**config.mk**
```make
export PLATFORM = sky130hd
export DESIGN_NAME = least_used_id_allocator_top
export DESIGN_NICKNAME = d
export VERILOG_FILES = /design/src/sv/lua_pkg.sv /design/src/sv/lua_ctrl.sv /design/src/sv/lua_dp.sv /design/src/sv/least_used_id_allocator_top.sv
export SDC_FILE = /design/constraint.sdc
export NUM_CORES = 2
export LEC_CHECK = 0
export BUFFER_PORTS_ARGS = -buffer_cell sky130_fd_sc_hd__buf_2
export CORE_AREA = 5 5 404 406
export DETAILED_ROUTE_END_ITERATION = 6
export DIE_AREA = 0 0 409 411
export GPL_ROUTABILITY_DRIVEN = 0
export HOLD_SLACK_MARGIN = 0.05
export MAX_ROUTING_LAYER = met4
export PLACE_DENSITY = 0.76
export SYNTH_ARGS = -nofsm -noshare
export SYNTH_HDL_FRONTEND = slang
export SYNTH_SLANG_ARGS = --single-unit
```
**constraint.sdc**
```tcl
create_clock -name clk -period 23.1 [get_ports clk]
set_input_delay 6.93 -clock clk [delete_from_list [all_inputs] [get_ports clk]]
set_output_delay 6.93 -clock clk [all_outputs]
set_load 0.01 [all_outputs]
```
**src/sv/lua_pkg.sv**
```systemverilog
// Shared constants, codes and handshake structs of the least-used ID allocator.
`default_nettype none
package lua_pkg;

    localparam int NUM_IDS    = 256;
    localparam int COUNT_BITS = 8;
    localparam int ID_W       = 8;
    localparam int ADDR_W     = $clog2(NUM_IDS);
    localparam int CFG_IDX_W  = 2;
    localparam int CFG_DATA_W = 8;
    localparam int S_TDATA_W  = 8;
    localparam int M_TDATA_W  = 16;
    localparam int M_FIELD_W  = 1 + ID_W + 1;

    localparam logic [COUNT_BITS-1:0] COUNT_MAX = '1;
    // highest ID that has storage behind it
    localparam logic [ID_W-1:0] LAST_ID =
        (NUM_IDS > (1 << ID_W)) ? '1 : ID_W'(NUM_IDS - 1);

    typedef enum logic [CFG_IDX_W-1:0] {
        REG_MIN_ID      = 2'd0,
        REG_MAX_ID      = 2'd1,
        REG_STRICT      = 2'd2,
        REG_NEVER_REUSE = 2'd3
    } cfg_reg_t;

    typedef enum logic [2:0] {
        ST_IDLE,
        ST_SCAN,
        ST_SCAN_END,
        ST_ALLOC_WR,
        ST_RET_RD,
        ST_RET_WR,
        ST_FINISH
    } state_t;

    typedef struct packed {
        logic accept;
        logic rd_scan;
        logic rd_ret;
        logic alloc_wr;
        logic ret_wr;
        logic out_load;
    } lua_cmd_t;

    typedef struct packed {
        logic in_ret;
        logic range_empty;
        logic ret_skip;
        logic scan_last;
        logic out_free;
    } lua_status_t;

    function automatic logic [ADDR_W-1:0] to_addr(input logic [ID_W-1:0] id);
        return ADDR_W'(id);
    endfunction

endpackage
`default_nettype wire

```
**src/sv/lua_ctrl.sv**
```systemverilog
// Sequencing state machine of the allocator.
`default_nettype none
module lua_ctrl (
    input  wire                  clk,
    input  wire                  rst_n,
    input  wire                  s_tvalid,
    output logic                 s_tready,
    input  lua_pkg::lua_status_t st,
    output lua_pkg::lua_cmd_t    cmd
);
    import lua_pkg::*;

    state_t state_reg;
    state_t state_next;

    always_ff @(posedge clk or negedge rst_n)
    begin
        if (!rst_n)
        begin
            state_reg <= ST_IDLE;
        end
        else
        begin
            state_reg <= state_next;
        end
    end

    always_comb
    begin
        state_next = state_reg;
        unique case (state_reg)
            ST_IDLE:
            begin
                if (s_tvalid)
                begin
                    if (st.in_ret)
                    begin
                        state_next = st.ret_skip ? ST_FINISH : ST_RET_RD;
                    end
                    else
                    begin
                        state_next = st.range_empty ? ST_FINISH : ST_SCAN;
                    end
                end
            end
            ST_SCAN:
            begin
                if (st.scan_last)
                begin
                    state_next = ST_SCAN_END;
                end
            end
            ST_SCAN_END: state_next = ST_ALLOC_WR;
            ST_ALLOC_WR: state_next = ST_FINISH;
            ST_RET_RD:   state_next = ST_RET_WR;
            ST_RET_WR:   state_next = ST_FINISH;
            ST_FINISH:
            begin
                if (st.out_free)
                begin
                    state_next = ST_IDLE;
                end
            end
            default:     state_next = ST_IDLE;
        endcase
    end

    always_comb
    begin
        cmd      = '0;
        s_tready = 1'b0;
        unique case (state_reg)
            ST_IDLE:
            begin
                s_tready   = 1'b1;
                cmd.accept = s_tvalid;
            end
            ST_SCAN:     cmd.rd_scan  = 1'b1;
            ST_SCAN_END: ;
            ST_ALLOC_WR: cmd.alloc_wr = 1'b1;
            ST_RET_RD:   cmd.rd_ret   = 1'b1;
            ST_RET_WR:   cmd.ret_wr   = 1'b1;
            ST_FINISH:   cmd.out_load = st.out_free;
            default:     ;
        endcase
    end

endmodule
`default_nettype wire

```
**src/sv/lua_dp.sv**
```systemverilog
// Datapath: config registers, count memory, min-count scan and output register.
`default_nettype none
module lua_dp (
    input  wire                             clk,
    input  wire                             rst_n,
    input  lua_pkg::lua_cmd_t               cmd,
    output lua_pkg::lua_status_t            st,
    input  wire  [lua_pkg::S_TDATA_W-1:0]   s_tdata,
    input  wire                             s_tuser,
    output logic                            m_tvalid,
    input  wire                             m_tready,
    output logic [lua_pkg::M_TDATA_W-1:0]   m_tdata,
    input  wire                             cfg_valid,
    input  wire  [lua_pkg::CFG_IDX_W-1:0]   cfg_index,
    input  wire  [lua_pkg::CFG_DATA_W-1:0]  cfg_data
);
    import lua_pkg::*;

    logic [ID_W-1:0]       min_id_reg;
    logic [ID_W-1:0]       max_id_reg;
    logic                  strict_reg;
    logic                  never_reuse_reg;

    logic [COUNT_BITS-1:0] mem [NUM_IDS];
    logic [NUM_IDS-1:0]    valid_reg;

    logic [ID_W-1:0]       addr_reg;
    logic [ID_W-1:0]       rd_id_reg;
    logic [ID_W-1:0]       rid_reg;
    logic [COUNT_BITS-1:0] rd_data_reg;
    logic                  rd_vld_reg;
    logic                  cmp_vld_reg;
    logic                  found_reg;
    logic [ID_W-1:0]       best_id_reg;
    logic [COUNT_BITS-1:0] best_cnt_reg;
    logic                  res_granted_reg;
    logic [ID_W-1:0]       res_id_reg;
    logic                  res_oor_reg;
    logic                  m_valid_reg;
    logic [M_FIELD_W-1:0]  m_fields_reg;

    logic [ID_W-1:0]       top;
    logic [ID_W-1:0]       in_rid;
    logic                  in_oor;
    logic [COUNT_BITS-1:0] cand;
    logic                  grant;
    logic                  mem_we;
    logic [ADDR_W-1:0]     mem_wa;
    logic [COUNT_BITS-1:0] mem_wd;
    logic                  rd_en;

    assign top    = (max_id_reg > LAST_ID) ? LAST_ID : max_id_reg;
    assign in_rid = s_tdata[ID_W-1:0];
    assign in_oor = (in_rid < min_id_reg) || (in_rid > top);
    assign cand   = rd_vld_reg ? rd_data_reg : '0;
    assign grant  = !(strict_reg && (best_cnt_reg != '0));
    assign rd_en  = cmd.rd_scan || cmd.rd_ret;

    assign st.in_ret      = s_tuser;
    assign st.range_empty = min_id_reg > top;
    assign st.ret_skip    = never_reuse_reg || in_oor;
    assign st.scan_last   = addr_reg == top;
    assign st.out_free    = !m_valid_reg || m_tready;

    // write port: saturating increment on grant, flooring decrement on return
    always_comb
    begin
        mem_we = 1'b0;
        mem_wa = to_addr(best_id_reg);
        mem_wd = (best_cnt_reg == COUNT_MAX) ? COUNT_MAX : best_cnt_reg + 1'b1;
        if (cmd.alloc_wr)
        begin
            mem_we = grant;
        end
        else if (cmd.ret_wr)
        begin
            mem_we = 1'b1;
            mem_wa = to_addr(rid_reg);
            mem_wd = (cand == '0) ? '0 : cand - 1'b1;
        end
    end

    always_ff @(posedge clk)
    begin
        if (mem_we)
        begin
            mem[mem_wa] <= mem_wd;
        end
        rd_data_reg <= mem[to_addr(addr_reg)];
    end

    // config registers
    always_ff @(posedge clk or negedge rst_n)
    begin
        if (!rst_n)
        begin
            min_id_reg      <= ID_W'(1);
            max_id_reg      <= ID_W'(255);
            strict_reg      <= 1'b0;
            never_reuse_reg <= 1'b0;
        end
        else if (cfg_valid)
        begin
            unique case (cfg_reg_t'(cfg_index))
                REG_MIN_ID:      min_id_reg      <= cfg_data[ID_W-1:0];
                REG_MAX_ID:      max_id_reg      <= cfg_data[ID_W-1:0];
                REG_STRICT:      strict_reg      <= cfg_data[0];
                REG_NEVER_REUSE: never_reuse_reg <= cfg_data[0];
                default:         ;
            endcase
        end
    end

    always_ff @(posedge clk or negedge rst_n)
    begin
        if (!rst_n)
        begin
            valid_reg   <= '0;
            rd_vld_reg  <= 1'b0;
            cmp_vld_reg <= 1'b0;
            found_reg   <= 1'b0;
            m_valid_reg <= 1'b0;
        end
        else
        begin
            if (mem_we)
            begin
                valid_reg[mem_wa] <= 1'b1;
            end
            rd_vld_reg  <= valid_reg[to_addr(addr_reg)];
            cmp_vld_reg <= cmd.rd_scan;
            if (cmd.accept)
            begin
                found_reg <= 1'b0;
            end
            else if (cmp_vld_reg && (!found_reg || cand < best_cnt_reg))
            begin
                found_reg <= 1'b1;
            end
            if (cmd.out_load)
            begin
                m_valid_reg <= 1'b1;
            end
            else if (m_tready)
            begin
                m_valid_reg <= 1'b0;
            end
        end
    end

    // payload registers
    always_ff @(posedge clk)
    begin
        if (cmd.accept)
        begin
            addr_reg        <= s_tuser ? in_rid : min_id_reg;
            rid_reg         <= in_rid;
            res_granted_reg <= 1'b0;
            res_id_reg      <= '0;
            res_oor_reg     <= s_tuser && !never_reuse_reg && in_oor;
        end
        else if (rd_en)
        begin
            addr_reg <= addr_reg + 1'b1;
        end
        if (rd_en)
        begin
            rd_id_reg <= addr_reg;
        end
        if (cmp_vld_reg && (!found_reg || cand < best_cnt_reg))
        begin
            best_id_reg  <= rd_id_reg;
            best_cnt_reg <= cand;
        end
        if (cmd.alloc_wr)
        begin
            res_granted_reg <= grant;
            res_id_reg      <= grant ? best_id_reg : '0;
        end
        if (cmd.out_load)
        begin
            m_fields_reg <= {res_oor_reg, res_id_reg, res_granted_reg};
        end
    end

    assign m_tvalid = m_valid_reg;
    assign m_tdata  = M_TDATA_W'(m_fields_reg);

endmodule
`default_nettype wire

```
**src/sv/least_used_id_allocator_top.sv**
```systemverilog
// Top level of the least-used ID allocator: controller plus datapath.
//
// Usage:
//   s_* channel: one request per transfer. s_tuser is the mode (0 allocate,
//     1 return); s_tdata[7:0] is the ID being returned (ignored on allocate).
//   m_* channel: one result per request, in order. m_tdata bit 0 granted,
//     bits 8:1 grant_id (0 when nothing granted), bit 9 out_of_range,
//     bits 15:10 zero.
//   cfg_* channel: register writes, always ready. Index 0 min_id, 1 max_id,
//     2 strict_unique (bit 0), 3 never_reuse (bit 0). Write only while idle.
// Timing:
//   Allocate walks the count memory one ID per cycle over min_id..max_id,
//   then writes the winner's count back and loads the result. A return
//   reads the count, writes it back and loads the output. Skipped returns
//   and empty-range allocates go straight to the output step.
//   One request is in flight at a time; the single-port read of the count
//   memory sets the scan rate.
// Reset: all counts read as zero (per-ID valid bits cleared), config
//   registers return to min_id 1, max_id 255, both modes off.
// Stall: a result waits in the output register while m_tready is low; the
//   next request is still taken and worked, and holds in its last step
//   until the output register frees.
`default_nettype none
module least_used_id_allocator_top (
    input  wire                             clk,
    input  wire                             rst_n,
    input  wire                             s_tvalid,
    output logic                            s_tready,
    input  wire  [lua_pkg::S_TDATA_W-1:0]   s_tdata,   // [7:0] ret_id
    input  wire                             s_tuser,   // [0] mode
    output logic                            m_tvalid,
    input  wire                             m_tready,
    output logic [lua_pkg::M_TDATA_W-1:0]   m_tdata,   // [0] granted, [8:1] grant_id,
                                                       // [9] out_of_range, [15:10] zero
    input  wire                             cfg_valid,
    output logic                            cfg_ready,
    input  wire  [lua_pkg::CFG_IDX_W-1:0]   cfg_index,
    input  wire  [lua_pkg::CFG_DATA_W-1:0]  cfg_data
);
    import lua_pkg::*;

    lua_cmd_t    cmd;
    lua_status_t st;

    // config writes are always accepted
    assign cfg_ready = 1'b1;

    lua_ctrl u_ctrl (
        .clk      (clk),
        .rst_n    (rst_n),
        .s_tvalid (s_tvalid),
        .s_tready (s_tready),
        .st       (st),
        .cmd      (cmd)
    );

    lua_dp u_dp (
        .clk       (clk),
        .rst_n     (rst_n),
        .cmd       (cmd),
        .st        (st),
        .s_tdata   (s_tdata),
        .s_tuser   (s_tuser),
        .m_tvalid  (m_tvalid),
        .m_tready  (m_tready),
        .m_tdata   (m_tdata),
        .cfg_valid (cfg_valid),
        .cfg_index (cfg_index),
        .cfg_data  (cfg_data)
    );

endmodule
`default_nettype wire

```
### Word-level counts from Yosys, hierarchy flattened

Memories as Yosys holds them, arrays and structs flattened. A register that Yosys moved wholly into a read port is not among the register bits.
Cells that the tools add are included.

* add/subtract/negate cells: 3
* magnitude comparators: 8
* equal/unequal tests: 14
* multiplexer cells: 42
* bitwise operators: 1
* reductions and logical operators: 28

Operators with widths (count)
* OR 256 bit: 1
* two-way mux 8 bit: 14
* two-way mux 1 bit: 19
* < comparator 8 x 9 -> 1 bit (second input constant): 2
* case mux 3 bit (6 select lines): 1
* adder 8 x 1 -> 8 bit (second input constant): 2
* greater-than comparator 8 bit: 2
* < comparator 8 bit: 2
* two-way mux 3 bit: 5
* == test 3 bit (second input constant): 3
* binary-select mux 1 bit (select 8 bit): 1
* demux 1 bit (select 8 bit): 1
* == test 8 bit: 1
* == test 8 bit (second input constant): 1
* >= comparator 8 x 1 -> 1 bit (second input constant): 1
* greater-than comparator 8 bit (second input constant): 1
* logical NOT 8 bit: 1
* AND reduction 2 bit: 4
* nonzero test 2 bit: 4
* nonzero test 8 bit: 1
* subtractor 8 x 1 -> 8 bit (second input constant): 1
* == test 3 x 2 -> 1 bit (second input constant): 2
* logical AND 1 bit: 5
* logical OR 1 bit: 5
* 11 further kinds: 16

* register bits: 341
* memory bits (writable): 2048
* input port bits: 24
* output and inout port bits: 19
* word-level logic and storage cells: 116
* memories kept: 1

Memories
* u_dp.mem: depth 256, bits a word 8, read ports 1, clocked after Yosys merged registers in 1, write ports 1, line lua_dp.sv:24 `logic [COUNT_BITS-1:0] mem [NUM_IDS];`

### Longest topological paths before layout

* depth after elaboration: 9
* depth in mapped cells: 14
* depth with buffers taken out: 10

### Cells and area by module

From an unflattened synthesis, not the netlist that was laid out.

* cell total of the unflattened synthesis: 4957
* area, all modules: 95235.1 um2

By module, submodules not included
* lua_dp: instances 1, cells an instance 4920, area each 94956.1 um2
* lua_ctrl: instances 1, cells an instance 35, area each 267.8 um2
* least_used_id_allocator_top: instances 1, cells an instance 2, area each 11.3 um2

### Least setup slack after synthesis

Ideal clock, no wire load.

* path kind: register to register
* from: register u_ctrl.state_reg[2]
* to: memory u_dp.mem[0][5], data pin
* setup time: 2.187 ns
* arrival time: 11.402 ns
* setup slack: 9.511 ns
* stages on the path, launching flop included: 7
* buffers on the path: 3
* period minus slack after synthesis: 13.589 ns
* cells stage by stage: dfrtp_1 > clkbuf_1 > and3b_1 > clkbuf_1 > clkbuf_1 > o31ai_1 > o21ai_0

* cells in the longest elaborated chain, start to end: 4
* elaborated cells between the ends (all ways): 6
* classes of those cells: eq/ne (2); mux (4)

Ends and longest elaborated chain
* from (decl): line lua_ctrl.sv:13 `state_t state_reg;`
* from (signal assigned): line lua_ctrl.sv:24 `state_reg <= state_next;`
* == test 3 bit: line lua_ctrl.sv:72 `unique case (state_reg)`
* two-way mux 1 bit: line lua_ctrl.sv:72
* two-way mux 8 bit: line lua_dp.sv:75 `else if (cmd.ret_wr)`
* two-way mux 8 bit (*): line lua_dp.sv:71 `if (cmd.alloc_wr)`
* via u_dp.mem_wd[5]: line lua_dp.sv:49 `logic [COUNT_BITS-1:0] mem_wd;`
* to (decl): line lua_dp.sv:24

The timed path passes the listed nets; every way through them passes the cells marked *.

### Worst setup path in the final report

* from: register u_ctrl.state_reg[2]
* to: output s_tready

* cells in the longest elaborated chain, start to end: 2

Ends and longest elaborated chain
* logical NOT 3 bit: line lua_ctrl.sv:72
* two-way mux 1 bit: line lua_ctrl.sv:72
* to (decl): line least_used_id_allocator_top.sv:28 `output logic s_tready,`

No other way between the ends.

==> reports/summary.json <==
{
  "outcome": {
    "status": "finished, violations left",
    "violations": "max-slew violations"
  },
  "clock_tree": {
    "cts_max_path_buffers": 3,
    "cts_inserted_buffers": 224,
    "clock_sink_count": 2397,
    "cts.hold.buffers_added": 0,
    "number_of_buffers_inserted_to_repair_setup_after_cts": 0,
    "ctsRootBufferMaster": "sky130_fd_sc_hd__clkbuf_16",
    "tritoncts_clock_tree": "done",
    "clock_latency_ns": 0.86,
    "ctsResizeCount": 0,
    "htreeDepth": 4,
    "clk_pin_slew_worst_paths_ns": 0.07
  },
  "worst_setup_path": {
    "class_of_the_most_critical_setup_path": "flop to output pin",
    "crit-reg2reg-capture": "u_dp.rd_data_reg[6]",
    "critical_path.startpoint": "u_ctrl.state_reg[2]",
    "setup_slack_reg_to_reg_ns": 16.64,
    "worst_setup_path_end_kind": "output pin",
    "crit-reg2reg-launch": "u_dp.addr_reg[0]",
    "worstPathRequired_ns": 16.17,
    "critPathLaunchType": "flop",
    "worst_r2r_path_depth": 12,
    "worst-endpoint-arrival_ns": 1.93,
    "critical_path_fanout_max": 10
  },
  "cells_and_area": {
    "post_route_cells_drive_above_1_share_pct": 24.8,
    "final_nets": 4979,
    "largest_register_ffs": 2048,
    "final.fill_count": 10042,
    "area_growth_pct": 9.91,
    "finalInstanceArea_um2": 104000
  },
  "yosys": {
    "syn-mean-instance-area_um2": 19.7,
    "synth_top_cells_by_count": "sky130_fd_sc_hd__edfxtp_1, sky130_fd_sc_hd__mux4_2, sky130_fd_sc_hd__nor2_1",
    "synth_warnings": 0,
    "synth_seq_cells": 2397,
    "synthesis.area_um2": 94800,
    "yosys.cell_count.top_type": "sky130_fd_sc_hd__edfxtp_1",
    "synth_edf_count": 2108,
    "synth.yosys.seq_area_share_pct": 74.3,
    "synth_top_flop_cell": "sky130_fd_sc_hd__edfxtp_1",
    "synth_largest_type_area_fraction_pct": 66.7,
    "synthCells": 4818,
    "yosysUniqueCellTypes": 77,
    "synth_top_area_cell": "sky130_fd_sc_hd__edfxtp_1",
    "ys_async_sr_fraction_pct": 11.7,
    "netlist_top_cells_area": "sky130_fd_sc_hd__edfxtp_1, sky130_fd_sc_hd__mux4_2, sky130_fd_sc_hd__dfrtp_1"
  },
  "timing": {
    "timing.final.setup_violations": 0,
    "report.final.slew_viol_count": 92,
    "report.final.hold_viol_count": 0,
    "fmaxAchievable_mhz": 113,
    "timing.final.crit_share_pct": 38.4,
    "worst_slew_pin_slew_ns": 1.60,
    "worst_slew_margin_rel_pct": -6.85,
    "finalWorstSetupSlack_ns": 14.24,
    "fin_crit_ns": 8.86,
    "grt_setup_unrepaired": "false",
    "setup_total_negative_slack_ns": 0,
    "skew_ns": 0.0445
  },
  "place": {
    "placement.io_buffers": 35,
    "post-dp-hpwl_um": 137000,
    "placement.setup.worst_slack_ns": 14.43,
    "post_dp_cell_area_um2": 96900
  },
  "grt": {
    "grt_remaining_overflow": 0,
    "groute.usage.overall_pct": 29.2,
    "grt_pass1_vias": 48491,
    "antenna_found_initial": 5,
    "grt_start_max_net_pins": 257,
    "grt_pass1_wl_um": 345000
  },
  "floorplanning": {
    "coreArea_um2": 159000,
    "number_of_top_level_pins": 43,
    "die-height_um": 411,
    "dieArea_um2": 168000,
    "initial_core_util_pct": 59.5,
    "die_x_um": 409,
    "placementRows": 147
  },
  "routing": {
    "routedWlPerCell_um": 32.8,
    "drc_errors": 0,
    "drt_wl_total_um": 237000,
    "final_antenna_net_count": 0,
    "avgViaCountPerCell": 6.79,
    "detailroute.via_count": 49026,
    "drt_iter0_drc": 6868,
    "drt_pre_antenna_iters": 6
  },
  "flow_run": {
    "timing.max_cap.violations": 0
  },
  "min_path": {
    "holdPathStages": 0,
    "worstHoldStart": "u_dp.rd_id_reg[5]",
    "whs_endpoint": "u_dp.best_id_reg[5]",
    "type_of_the_tightest_min_delay_check": "flop to flop"
  },
  "power": {
    "cellLeakagePower_nw": 35.9,
    "power_mw": 14.0,
    "power_per_cell_area_nw_per_um2": 134,
    "vdd_ir_drop_max_mv": 0.176
  }
}
layout by cell type, fill, tap and decap left out, types with 15 or more instances in the layout:
master	netlist	routed
sky130_fd_sc_hd__a22oi_1	41	41
sky130_fd_sc_hd__buf_4	28	94
sky130_fd_sc_hd__mux4_1	44	44
sky130_fd_sc_hd__ha_1	34	34
sky130_fd_sc_hd__mux4_2	495	495
sky130_fd_sc_hd__clkbuf_16	0	226
sky130_fd_sc_hd__o221ai_1	26	26
sky130_fd_sc_hd__a21oi_1	103	103
sky130_fd_sc_hd__dfrtp_1	272	272
sky130_fd_sc_hd__o21ai_0	93	85
sky130_fd_sc_hd__o22ai_1	24	24
sky130_fd_sc_hd__nand3_1	26	26
sky130_fd_sc_hd__clkinv_1	2	34
sky130_fd_sc_hd__clkbuf_8	2	20
sky130_fd_sc_hd__buf_2	63	34
sky130_fd_sc_hd__clkbuf_1	93	66
sky130_fd_sc_hd__inv_1	35	34
sky130_fd_sc_hd__or2_2	257	257
sky130_fd_sc_hd__xnor2_1	18	18
sky130_fd_sc_hd__edfxtp_1	2108	2108
sky130_fd_sc_hd__a221oi_1	43	43
sky130_fd_sc_hd__bufinv_16	0	18
sky130_fd_sc_hd__nor2_1	320	318
sky130_fd_sc_hd__mux2i_1	241	241
sky130_fd_sc_hd__nand2_1	128	124
sky130_fd_sc_hd__nand2b_1	15	15
sky130_fd_sc_hd__clkinv_2	0	49
sky130_fd_sc_hd__a211oi_1	18	18
sky130_fd_sc_hd__nand3b_1	17	17
worst max-delay path, cell delays in order, from the launching register on:
cell,delay [ns]
sky130_fd_sc_hd__dfrtp_1,0.49
sky130_fd_sc_hd__nor3_1,0.37
sky130_fd_sc_hd__buf_2,0.21
routing by layer:
layer  track usage [%]  vias to the layer above  wire length (µm)
met5                 -                        -                 0
met4              11.2                        0             10300
met3              8.68                      580             28900
met2              42.9                     3236            110000
met1              39.4                    25594             87300
li1                  -                    19616                 -
layout make-up:
type | count | area (µm²) | share of cell area, %
sequential | 2397 | 70500 | 67.6
multi-input combinational | 2122 | 22600 | 21.7
antenna | 9 | 22.5 | 0.0216
clock inverter | 116 | 1100 | 1.06
timing repair buffer | 139 | 1090 | 1.05
tap | 2086 | 2610 | 2.50
inverter | 37 | 141 | 0.136
clock buffer | 312 | 6180 | 5.93
cell families (layout without fill, tap and decap cells):
kind of cell / Yosys count / in the layout / share of synthesized area (%)
buf+inv: 304 / 604 / 2.01
other cells: 2 / 16 / 0.00792
fa+ha+maj: 34 / 34 / 0.449
simple gates: 834 / 834 / 4.31
flops: 2397 / 2397 / 74.3
compound gates: 430 / 430 / 2.99
xor+xnor: 23 / 23 / 0.212
mux: 794 / 794 / 15.7
worst max path at each step:
stage | end | slack, ns
2_1_floorplan | u_dp.mem[0][5] | 9.51
3_5_place_dp | u_ctrl.state_reg[1] | 14.43
4_1_cts | s_tready | 14.19
3_3_place_gp | u_ctrl.state_reg[1] | 14.32
5_1_grt | s_tready | 14.09
6_report | s_tready | 14.24
power by group:
group,switching (mW),total [mW],internal (mW)
clock,1.59,3.65,2.07
combinational,3.03,4.52,1.50
sequential,0.119,5.83,5.71
through the flow:
stage / std cells / utilization, % / hold slack [ns]
floorplan: 4823 / - / 0.400
global placement: 6781 / 60.8 / 0.403
detailed placement: 6781 / 60.8 / 0.405
CTS: 7209 / 65.4 / 0.416
global route: 7214 / 65.4 / 0.420
finish: 7218 / 65.4 / 0.416
No activity file was read; power rests on OpenSTA's default activity.
